File: config.mk
export PLATFORM = sky130hd
export DESIGN_NAME = qvt_out
export DESIGN_NICKNAME = d
export VERILOG_FILES = /design/src/rtl/core/qvt_pkg.sv /design/src/rtl/core/qvt_out.sv
export SDC_FILE = /design/constraint.sdc
export NUM_CORES = 1
export LEC_CHECK = 0
export ABC_AREA = 0
export BUFFER_PORTS_ARGS = -buffer_cell sky130_fd_sc_hd__buf_2
export CAP_MARGIN = 5
export CORE_ASPECT_RATIO = 0.9
export CORE_MARGIN = 1.5
export CORE_UTILIZATION = 50
export DETAILED_ROUTE_END_ITERATION = 10
export PLACE_DENSITY_LB_ADDON = 0.25
export SLEW_MARGIN = 15
export SYNTH_ARGS = -nofsm -noshare
export SYNTH_HDL_FRONTEND = slang
export SYNTH_SLANG_ARGS = --single-unit
File: constraint.sdc
create_clock -name clk -period 6.4 [get_ports clk]
set_clock_uncertainty 0.15 [all_clocks]
set_input_delay 0.32 -clock clk [delete_from_list [all_inputs] [get_ports clk]]
set_output_delay 0.32 -clock clk [all_outputs]
set_load 0.02 [all_outputs]
File: src/rtl/core/qvt_pkg.sv
`timescale 1ns / 1ps

package qvt_pkg;

  localparam int COORD_WIDTH_DEF = 24;

  localparam int QUAT_W = 18;
  localparam int PROD_W = 2 * QUAT_W;
  localparam int MAT_W = PROD_W + 2;
  localparam int FRAC_SHIFT = 32;
  localparam int MAT_N = 9;
  localparam int DIM_N = 3;

  localparam int CFG_IDX_W = 3;

  localparam logic signed [QUAT_W-1:0] ROT_W_RESET = 18'sd65536;

  typedef enum logic [CFG_IDX_W-1:0] {
    REG_ROT_W   = 3'd0,
    REG_ROT_X   = 3'd1,
    REG_ROT_Y   = 3'd2,
    REG_ROT_Z   = 3'd3,
    REG_SHIFT_X = 3'd4,
    REG_SHIFT_Y = 3'd5,
    REG_SHIFT_Z = 3'd6
  } cfg_reg_t;

  typedef struct packed {
    logic signed [QUAT_W-1:0] w;
    logic signed [QUAT_W-1:0] x;
    logic signed [QUAT_W-1:0] y;
    logic signed [QUAT_W-1:0] z;
  } quat_t;

endpackage

File: src/rtl/core/qvt_out.sv
`timescale 1ns / 1ps

module qvt_out import qvt_pkg::*; #(
  parameter int COORD_WIDTH = COORD_WIDTH_DEF,
  localparam int ACC_W = MAT_W + COORD_WIDTH + 2
) (
  input  logic                          clk,
  input  logic                          rst_n,
  input  logic                          in_valid,
  output logic                          in_ready,
  input  logic signed [ACC_W-1:0]       acc [DIM_N],
  input  logic signed [COORD_WIDTH-1:0] shift [DIM_N],
  output logic                          out_valid,
  input  logic                          out_ready,
  output logic signed [COORD_WIDTH-1:0] world [DIM_N],
  output logic                          clipped
);

  localparam int RED_W = ACC_W - FRAC_SHIFT;
  localparam int SUM_W = RED_W + 1;
  localparam logic signed [COORD_WIDTH-1:0] SAT_MAX = {1'b0, {(COORD_WIDTH-1){1'b1}}};
  localparam logic signed [COORD_WIDTH-1:0] SAT_MIN = {1'b1, {(COORD_WIDTH-1){1'b0}}};

  logic v6_r;
  logic en6;

  logic signed [SUM_W-1:0]       sum [DIM_N];
  logic [DIM_N-1:0]              ovf;
  logic signed [COORD_WIDTH-1:0] world_nxt [DIM_N];
  logic signed [COORD_WIDTH-1:0] world_r [DIM_N];
  logic                          clipped_r;

  assign en6 = !v6_r || out_ready;
  assign in_ready = en6;
  assign out_valid = v6_r;

  // The arithmetic shift floors away the 32 fraction bits of the coefficients
  // before the translation is added; only the final sum saturates.
  always_comb begin
    for (int k = 0; k < DIM_N; k++) begin
      sum[k] = SUM_W'($signed(acc[k][ACC_W-1:FRAC_SHIFT])) + SUM_W'(shift[k]);
      ovf[k] = !(&sum[k][SUM_W-1:COORD_WIDTH-1]) && (|sum[k][SUM_W-1:COORD_WIDTH-1]);
      if (ovf[k]) begin
        world_nxt[k] = sum[k][SUM_W-1] ? SAT_MIN : SAT_MAX;
      end else begin
        world_nxt[k] = sum[k][COORD_WIDTH-1:0];
      end
    end
  end

  always_ff @(posedge clk) begin
    if (!rst_n) begin
      v6_r <= 1'b0;
    end else if (en6) begin
      v6_r <= in_valid;
    end
  end

  always_ff @(posedge clk) begin
    if (en6 && in_valid) begin
      for (int k = 0; k < DIM_N; k++) begin
        world_r[k] <= world_nxt[k];
      end
      clipped_r <= |ovf;
    end
  end

  always_comb begin
    for (int k = 0; k < DIM_N; k++) begin
      world[k] = world_r[k];
    end
  end
  assign clipped = clipped_r;

  a_clip_at_limit: assert property (@(posedge clk) disable iff (!rst_n)
    (v6_r && clipped_r) |->
      (world_r[0] == SAT_MAX || world_r[0] == SAT_MIN ||
       world_r[1] == SAT_MAX || world_r[1] == SAT_MIN ||
       world_r[2] == SAT_MAX || world_r[2] == SAT_MIN))
    else $error("clip flag set but no coordinate sits at a limit");

  a_capture_only_on_space: assert property (@(posedge clk) disable iff (!rst_n)
    (v6_r && !out_ready) |=> (v6_r && $stable(world_r[0]) && $stable(world_r[1])
                              && $stable(world_r[2]) && $stable(clipped_r)))
    else $error("output register overwritten while the result waited");

endmodule

Yosys cells after proc, flatten, opt, wreduce, memory -nomap -nowiden. Memories as Yosys holds them, arrays and structs flattened. Cells that the tools add are included.

Flip-flop bits (word level): 2. Memory bits (writable): 72. Output and inout bits: 75. Memories: 1.

Memories: world_r (words 3, width 24, read ports 3, clocked after memory_dff 0, write ports 3, line qvt_out.sv:30) `logic signed [COORD_WIDTH-1:0] world_r [DIM_N];`.

Add/subtract/negate cells: 3. Muxes and demuxes: 8. Reduce and logical (&&, ||, !) cells: 16.

Operator list (count): $mux 24 (6); $add 32x24->33 (3); $reduce_and 10->1 (3); $reduce_or 10->1 (3); $logic_and 1x1->1 (4); $logic_not 1->1 (4); $reduce_or 3->1 (1); $mux 1 (2); $logic_or 1x1->1 (1).

Logic depth before layout (Yosys ltp). Gate-level depths: netlist of run 1.

Depth in word-level cells: 5. Gate-level depth with buffers: 14.

Worst setup path after synthesis of run 1. OpenSTA, ideal clock, no wires.

Kind: input-to-reg. From: in acc[96] (netlist bit). To: reg clipped_r, in the netlist clipped (data pin). Arrival: 3.479 ns. Setup slack: 2.494 ns. Cell stages on the path: 14. Buffers on the path: 2. Cell sequence: ha_1 > fa_1 > a211oi_1 > o21ai_1 > o2111ai_1 > o21ai_1 > or2_0 > buf_6 > a311oi_2 > nand4bb_1 > or4_4 > mux2i_4 > buf_12 > o211ai_1.

Word-level cells in the longest chain between the ends: 5. Elaborated cells on any way between the ends: 6. Classes of those cells: add/sub (1); reduce/logical (5).

RTL lines: start: declaration (line qvt_out.sv:11) `input logic signed [ACC_W-1:0] acc [DIM_N],`; $add 32x24->33 (*) (line qvt_out.sv:41) `sum[k] = SUM_W'($signed(acc[k][ACC_W-1:FRAC_SHIFT])) + SUM_W'(shift[k]);`; $reduce_and 10->1 (line qvt_out.sv:42) `ovf[k] = !(&sum[k][SUM_W-1:COORD_WIDTH-1]) && (|sum[k][SUM_W-1:COORD_WIDTH-1]);`; $logic_not 1->1 (line qvt_out.sv:42); $logic_and 1x1->1 (*) (line qvt_out.sv:42); $reduce_or 3->1 (*) (line qvt_out.sv:64) `clipped_r <= |ovf;`; end signal: assignment (line qvt_out.sv:64); end: declaration (line qvt_out.sv:31) `logic clipped_r;`.

Mark *: on every way between the ends. The rest lies on a longest branch, timed or not. A chain may end at the register's enable or synchronous reset.

==> out/metrics.yaml, run 1 <==
sta:
  drv_slew: 0
  setup_tns_ns: 0
  max_freq_ghz: 0.2164
  worst_slew_pin_slew_ns: 1.016
  relSlewSlack_pct: 32.30
  rsz0062_at_grt: "no"
  fin_ws_ns: 1.780
  finalCriticalPeriod_ns: 4.620
  fin_crit_sh_pct: 72.19
  hold_viol: 0
  finalSetupViolCount: 0
  hold-worst-slack_ns: 0.06761
grt:
  grt-ovfl-total: 0
  gr-usage-all-layers_pct: 27.16
  antenna_found_initial: 0
  grt_max_degree: 74
  grt_pass1_vias: 8220
  grt_pass1_wl_um: 40570
critical_path:
  cp_max_fo: 23
  critPathArrivalTime_ns: 4.49
  critPathRequiredTime_ns: 6.27
  worst-setup-path-type: "in -> reg"
  start_kind: "primary input"
  slowest_delay_ns: 0.65
  cpMostUsedCell: "o21ai_0"
  cpMaxStageDelayCell: "a211oi_1"
  crit_chain: "buf_2, ha_1, fa_1, a21oi_1, o21ai_0, a211oi_1, nor3_1, o21a_1, nor4_1, o31ai_1, nor4b_1, a211o_1, o21ai_0"
  critPathCaptureType: "flop"
cells_and_area:
  area_growth_syn_to_layout_pct: 18.93
  nets: 1633
  mostFrequentLayoutCell: "buf_2"
  mostFrequentLayoutCells: "buf_2 (246), a21oi_1 (98), ha_1 (96)"
  drive_above_1_share_pct: 21.95
  layout.cells.non_filler: 1506
  diodes: 0
drt:
  drt-pass1-iter-count: 5
  avgRoutedWirePerCell_um: 16.98
  viasPerCell: 6.058
  wirelength_um: 25570
  drc: 0
  drtIter0Drc: 871
  ant_nets: 0
  vias: 9124
outcome:
  status: "finished clean"
pwr:
  power_switching_uw: 794.1
  comb_power_share_pct: 44.4
  internal_power_mw: 1.215
  ir_drop_mv: 0.1256
  p_leak_nw: 4.481
  p_seq_share_pct: 30.3
  p_sw_share_pct: 39.52
  powerDensity_nw_per_um2: 190.5
  clkPwrFrac_pct: 25.2
clock_tree:
  cts_root_buf: "clkbuf_16"
  cts_tree: "done"
  path_clk_slew_ns: 0.07
  clockBufferDepth: 2
  cts_hold_buffers: 0
  insertion_delay_ns: 0.35
  ctsResizeCount: 0
  htreeDepth: 3
  cts_setup_buffers: 0
  cts.sinks: 74
  cts_buffers: 9
flow_run:
  cap_viol_max_count: 0
floorplan:
  num_rows: 45
  die_w_um: 143.4
  initial_core_util_pct: 51.80
  die_y_um: 129.3
  core_um2: 17120
  dieArea_um2: 18540
  ioPinCount: 343
logic_synthesis:
  yosys_warnings: 0
  synth_edf_count: 73
  synth_area_leaders: "edfxtp_1 (25%), ha_1 (14%), a21oi_1 (5.5%)"
  async_flop_share_pct: 0
  synth_area_um2: 8866
  synthFlopType: "edfxtp_1"
  netlist.area_leader.share_pct: 24.72
  syn_area_per_cell_um2: 8.468
  syn_inst: 1047
  netlist-cell-type-count: 72
  synth_nets: 1414
  ys_ff_latch: 74
  ys_seq_area_share_pct: 24.95
  yosysTopAreaCell: "edfxtp_1"
placement:
  gp_congestion: 0.9605
  placement.io_buffers: 246
  hpwl_um: 20070
  dp_cells: 1489
  placement.setup.worst_slack_ns: 1.202
min_path:
  hp-class: "in -> reg"
-- through the flow --
step / utilization, % / instance area, um2 / power (mW)
global route: 61.60 / 10540 / 2.132
detailed placement: 59.77 / 10230 / 1.495
CTS: 61.44 / 10520 / 2.008
global placement: 59.77 / 10230 / 1.482
floorplan: - / 8866 / 1.247
finish: 61.60 / 10540 / 2.009
-- flip-flops by register name (all words and copies together), names as in the netlist --
signal / cells
clipped: 1
world_r: 72
out_valid: 1
-- cell usage after synthesis (all sizes together), types with 9 or more instances --
| cell type | instances |
|---|---|
| o21bai | 11 |
| o21ai | 83 |
| a21oi | 98 |
| nor2 | 57 |
| a31oi | 13 |
| and4 | 9 |
| clkbuf | 37 |
| o211ai | 13 |
| and2 | 14 |
| o31ai | 11 |
| xnor2 | 40 |
| edfxtp | 73 |
| nand4 | 21 |
| nand2b | 11 |
| nand3 | 34 |
| o21a | 12 |
| nor3 | 27 |
| nand2 | 93 |
| inv | 28 |
| xor2 | 32 |
| a211oi | 15 |
| mux2i | 46 |
| and3 | 18 |
| a21o | 32 |
| ha | 96 |
| or3 | 14 |
-- critical path, delay by kind of cell --
family                   cells  cell delay (ns)
AO/OA/AOI/OAI                7             2.47
AND/OR/NAND/NOR              3             0.96
adder cells (fa/ha/maj)      2             0.63
buffers and inverters        1             0.10
-- power groups by stage --
stage / clock network [mW] / logic [mW] / registers, mW
floorplan: 0 / 0.568 / 0.679
global placement: 0 / 0.863 / 0.619
detailed placement: 0 / 0.875 / 0.619
CTS: 0.517 / 0.881 / 0.610
global route: 0.534 / 0.985 / 0.613
finish: 0.507 / 0.893 / 0.609
-- worst paths after layout --
check                         start                        to  slack (ns)  cells past startpoint
min reg2reg  out_valid$_SDFFE_PN0N_    out_valid$_SDFFE_PN0N_        0.40                      2
max reg2reg  out_valid$_SDFFE_PN0N_  world_r[0][61]$_DFFE_PP_        4.58                      2
max                        acc[160]   world_r[0][8]$_DFFE_PP_        1.78                     13
min                           rst_n    out_valid$_SDFFE_PN0N_        0.07                      2
-- routing by layer --
metal | GRT usage [%] | routed length, um | share of wire (%)
met1 | 38.09 | 11650 | 46
met2 | 43.21 | 11430 | 45
met3 | 2.956 | 1652 | 6.5
met4 | 10.20 | 839 | 3.3
met5 | 0 | 0 | 0
-- cell type report --
class                      count  area [um2]
timing repair buffer         252        1296
clock buffer                   9       225.2
fill                        1557        6573
clock inverter                 7       61.31
sequential                    74        2212
multi-input combinational    901        6350
inverter                      28       105.1
tap                          235       294.0
-- logic make-up (layout without fill, tap and decap cells) --
| family | after synthesis | count (layout) | synth area share [%] |
|---|---|---|---|
| buffers and inverters | 72 | 296 | 3.556 |
| and+or+nand+nor | 332 | 332 | 19.01 |
| xor gates and xnor gates | 72 | 72 | 7.113 |
| AOI/OAI and AO/OA | 347 | 347 | 25.18 |
| muxes | 51 | 51 | 5.969 |
| adders and majority gates | 99 | 99 | 14.23 |
| DFF | 74 | 74 | 24.95 |
Power figures use the tool's default switching activity.
==> run 2, diff against run 1 <==
- ABC_AREA: 0 -> 1
- CORE_UTILIZATION: 50 -> 48
- clock period: 6.4 -> 3.9 ns (I/O delays scaled with it)
==> run 2 against run 1 <==
Utilization shrank 4.3 points; global-route usage shrank 1.3 points; area after synthesis grew 21%; synthesized cell count grew 76%; cell count grew 58%; final area grew 18%; non-clock buffer count shrank 4; power grew 76%; first-iteration DRC count shrank 9.6%; sequential share of layout area shrank 3.2 points.
==> out/metrics.yaml, run 2 <==
outcome:
  status: "finished clean"
drt:
  avgRoutedWirePerCell_um: 12.85  # -24%
  drc: 0  # unchanged
  drtIter0Drc: 787  # -9.6%
  ant_nets: 0  # unchanged
  wirelength_um: 30590  # +20%
  drt-pass1-iter-count: 6  # +1
  viasPerCell: 4.924  # -19%
  vias: 11725  # +29%
critical_path:
  critPathCaptureType: "flop"
  worst-setup-path-type: "in -> reg"
  slowest_delay_ns: 0.45  # -0.20 ns
  critPathArrivalTime_ns: 2.89  # -1.60 ns
  cpMostUsedCell: "nand2_1"
  crit_chain: "buf_2, ha_1, fa_1, nand3_1, nand3_1, nand2_1, nand2_1, nand2_1, nand2_1, nand3_1, nand2_1, nand2_1, nand2_1, nor2_1, nand3_2, nand3_2, nand2_1"
  critPathRequiredTime_ns: 3.83  # -2.44 ns
  start_kind: "primary input"
  cp_max_fo: 23  # unchanged
  cpMaxStageDelayCell: "fa_1"
pwr:
  p_sw_share_pct: 42.87  # +3.3 points
  powerDensity_nw_per_um2: 283.4  # +49%
  ir_drop_mv: 0.2095  # +67%
  comb_power_share_pct: 47.1  # +2.7 points
  clkPwrFrac_pct: 23.6  # -1.6 points
  power_switching_mw: 1.514  # +91%
  internal_power_mw: 2.017  # +66%
  p_total_mw: 3.531  # +76%
  p_seq_share_pct: 29.3  # -1.0 points
  p_leak_nw: 7.396  # +65%
logic_synthesis:
  synthFlopType: "edfxtp_1"
  synth_xor_area_share_pct: 5.161  # -2.0 points
  synth_top_family_by_area: "simple AND/OR/NAND/NOR gates"
  syn_inst: 1838  # +76%
  netlist-cell-type-count: 28  # -61%
  ys_ff_latch: 74  # unchanged
  synth_area_leaders: "nand2_1 (31%), edfxtp_1 (21%), ha_1 (11%)"
  ys_seq_area_share_pct: 20.69  # -4.3 points
  synthAdderAreaFrac_pct: 11.80  # -2.4 points
  synth_edf_count: 73  # unchanged
  synth_most_common_cell: "nand2_1"
  synth_compound_area_share_pct: 5.067  # -20 points
  synthMuxAreaShare_pct: 0  # -6.0 points
  synth_area_um2: 10690  # +21%
  synth_common_cells: "nand2_1 (875), inv_1 (317), nor2_1 (127), ha_1 (96), nand3_1 (92)"
  syn_area_per_cell_um2: 5.817  # -31%
  async_flop_share_pct: 0  # unchanged
  yosys_warnings: 0  # unchanged
  synth-simple-area-share_pct: 44.79  # +26 points
  yosysTopAreaCell: "nand2_1"
  synth_nets: 2205  # +56%
  netlist.area_leader.share_pct: 30.72  # +6.0 points
floorplan:
  core_um2: 21760  # +27%
  dieArea_um2: 23180  # +25%
  die_w_um: 160.3  # +12%
  ioPinCount: 343  # unchanged
  initial_core_util_pct: 49.13  # -2.7 points
  num_rows: 51  # +13%
  die_y_um: 144.6  # +12%
clock_tree:
  path_clk_slew_ns: 0.06  # about the same
  cts_buffers: 9  # unchanged
  cts_tree: "done"
  clockBufferDepth: 2  # unchanged
  ctsResizeCount: 0  # unchanged
  cts_root_buf: "clkbuf_16"
  htreeDepth: 3  # unchanged
  insertion_delay_ns: 0.35  # about the same
  cts.sinks: 74  # unchanged
sta:
  drv_slew: 0  # unchanged
  finalCriticalPeriod_ns: 2.955
  fin_crit_sh_pct: 75.77
  setup_tns_ns: 0  # unchanged
  max_freq_ghz: 0.3384
  hold_viol: 0  # unchanged
  fin_ws_ns: 0.9450  # -0.8350 ns
  rsz0062_at_grt: "no"
  finalSetupViolCount: 0  # unchanged
  worst_slew_pin_slew_ns: 0.9842  # -0.03133 ns
  relSlewSlack_pct: 34.39  # +2.1 points
grt:
  antenna_found_initial: 0  # unchanged
  grt-ovfl-total: 0  # unchanged
  grt_pass1_vias: 10419  # +27%
  gr-usage-all-layers_pct: 25.90  # -1.3 points
  grt_pass1_wl_um: 48170  # +19%
  grt_max_degree: 74  # unchanged
placement:
  placement.io_buffers: 246  # unchanged
  hpwl_um: 25470  # +27%
  placement.setup.worst_slack_ns: 0.6160  # -0.5857 ns
  gp_congestion: 0.9525  # -0.83%
flow_run:
  cap_viol_max_count: 0  # unchanged
cells_and_area:
  regMostFlops: "world_r"
  mostFrequentLayoutCell: "nand2_1"
  post-route-util_pct: 57.26  # -4.3 points
  largest_reg_flops: 72  # unchanged
  area_growth_syn_to_layout_pct: 16.54
  diodes: 0  # unchanged
  nets: 2452  # +50%
  drive_above_1_share_pct: 15.17  # -6.8 points
  mostFrequentLayoutCells: "nand2_1 (875), inv_1 (317), buf_2 (246)"
min_path:
  hp-class: "in -> reg"
## run 2: cell types whose count changed in the layout (fill, tap and decap cells not counted), moves of 14 or more
| cell | before | now |
|---|---|---|
| xnor2_1 | 40 | 18 |
| o21ai_0 | 77 | 12 |
| nand2_1 | 93 | 875 |
| nor2_2 | 0 | 20 |
| a21o_1 | 32 | 0 |
| nand3_1 | 34 | 92 |
| or3_1 | 14 | 0 |
| nand3_2 | 0 | 14 |
| inv_1 | 28 | 317 |
| mux2i_1 | 45 | 0 |
| nor3_1 | 27 | 3 |
| nor2_1 | 57 | 127 |
| a21oi_1 | 98 | 57 |
| a211oi_1 | 14 | 0 |
## run 2: area by class of cell
cell class / instances / area [um2]
fillers: 2225 / 9300
multi-input cells: 1432 / 7154
flip-flops and latches: 74 / 2212
repair buffers: 248 / 1249
inverters: 320 / 1201
well taps: 291 / 364.1
clock buffers: 10 / 229.0
clock inverters: 6 / 50.05
## run 2: path summary, 6_finish.rpt
path | startpoint | endpoint | slack, ns | cells after the start
worst max register to register | out_valid$_SDFFE_PN0N_ | world_r[0][69]$_DFFE_PP_ | 2.08 | 2
worst min-delay path | out_ready | out_valid$_SDFFE_PN0N_ | 0.03 | 4
worst min register to register | out_valid$_SDFFE_PN0N_ | out_valid$_SDFFE_PN0N_ | 0.41 | 2
worst max-delay path | acc[32] | world_r[0][67]$_DFFE_PP_ | 0.94 | 17
## run 2: cells by family (layout without fill, tap and decap cells)
| logic type | Yosys count | count (layout) |
|---|---|---|
| fa+ha+maj | 99 | 99 |
| flops | 74 | 74 |
| simple gates | 1172 | 1172 |
| buf+inv | 332 | 584 |
| xor+xnor | 63 | 63 |
| compound gates | 98 | 98 |
## run 2: per-stage QoR
stage               cell area, um2  hold slack, ns  instances
global placement             12170          0.3119       2364
global route                 12460         0.07791       2381
finish                       12460         0.03148       2381
floorplan                    10700          0.1988       1838
detailed placement           12170          0.3152       2364
CTS                          12460         0.02564       2381
## run 2: power by group through the flow
stage | clock [mW] | combinational (mW) | sequential (mW)
finish | 0.833 | 1.66 | 1.04
CTS | 0.833 | 1.65 | 1.04
global placement | 0 | 1.62 | 1.05
floorplan | 0 | 1.08 | 1.16
global route | 0.849 | 1.86 | 1.04
detailed placement | 0 | 1.65 | 1.05
## run 2: critical path: cells and delay by family
kind / cells / cell delay, ns
simple gates: 14 / 1.89
buf+inv: 1 / 0.10
fa+ha+maj: 2 / 0.68
## run 2: timing repair
item,CTS,global route
buffers inserted,0,0
endpoints found under the hold margin,1,0
hold buffers,1,0
## run 2: per-layer routing
| metal | global-route usage [%] | routed length (um) | vias to the layer above |
|---|---|---|---|
| li1 | - | - | 6152 |
| met1 | 33.93 | 14160 | 5078 |
| met2 | 44.94 | 13720 | 445 |
| met3 | 2.294 | 1973 | 50 |
| met4 | 9.001 | 743 | 0 |
| met5 | 0 | 0 | - |
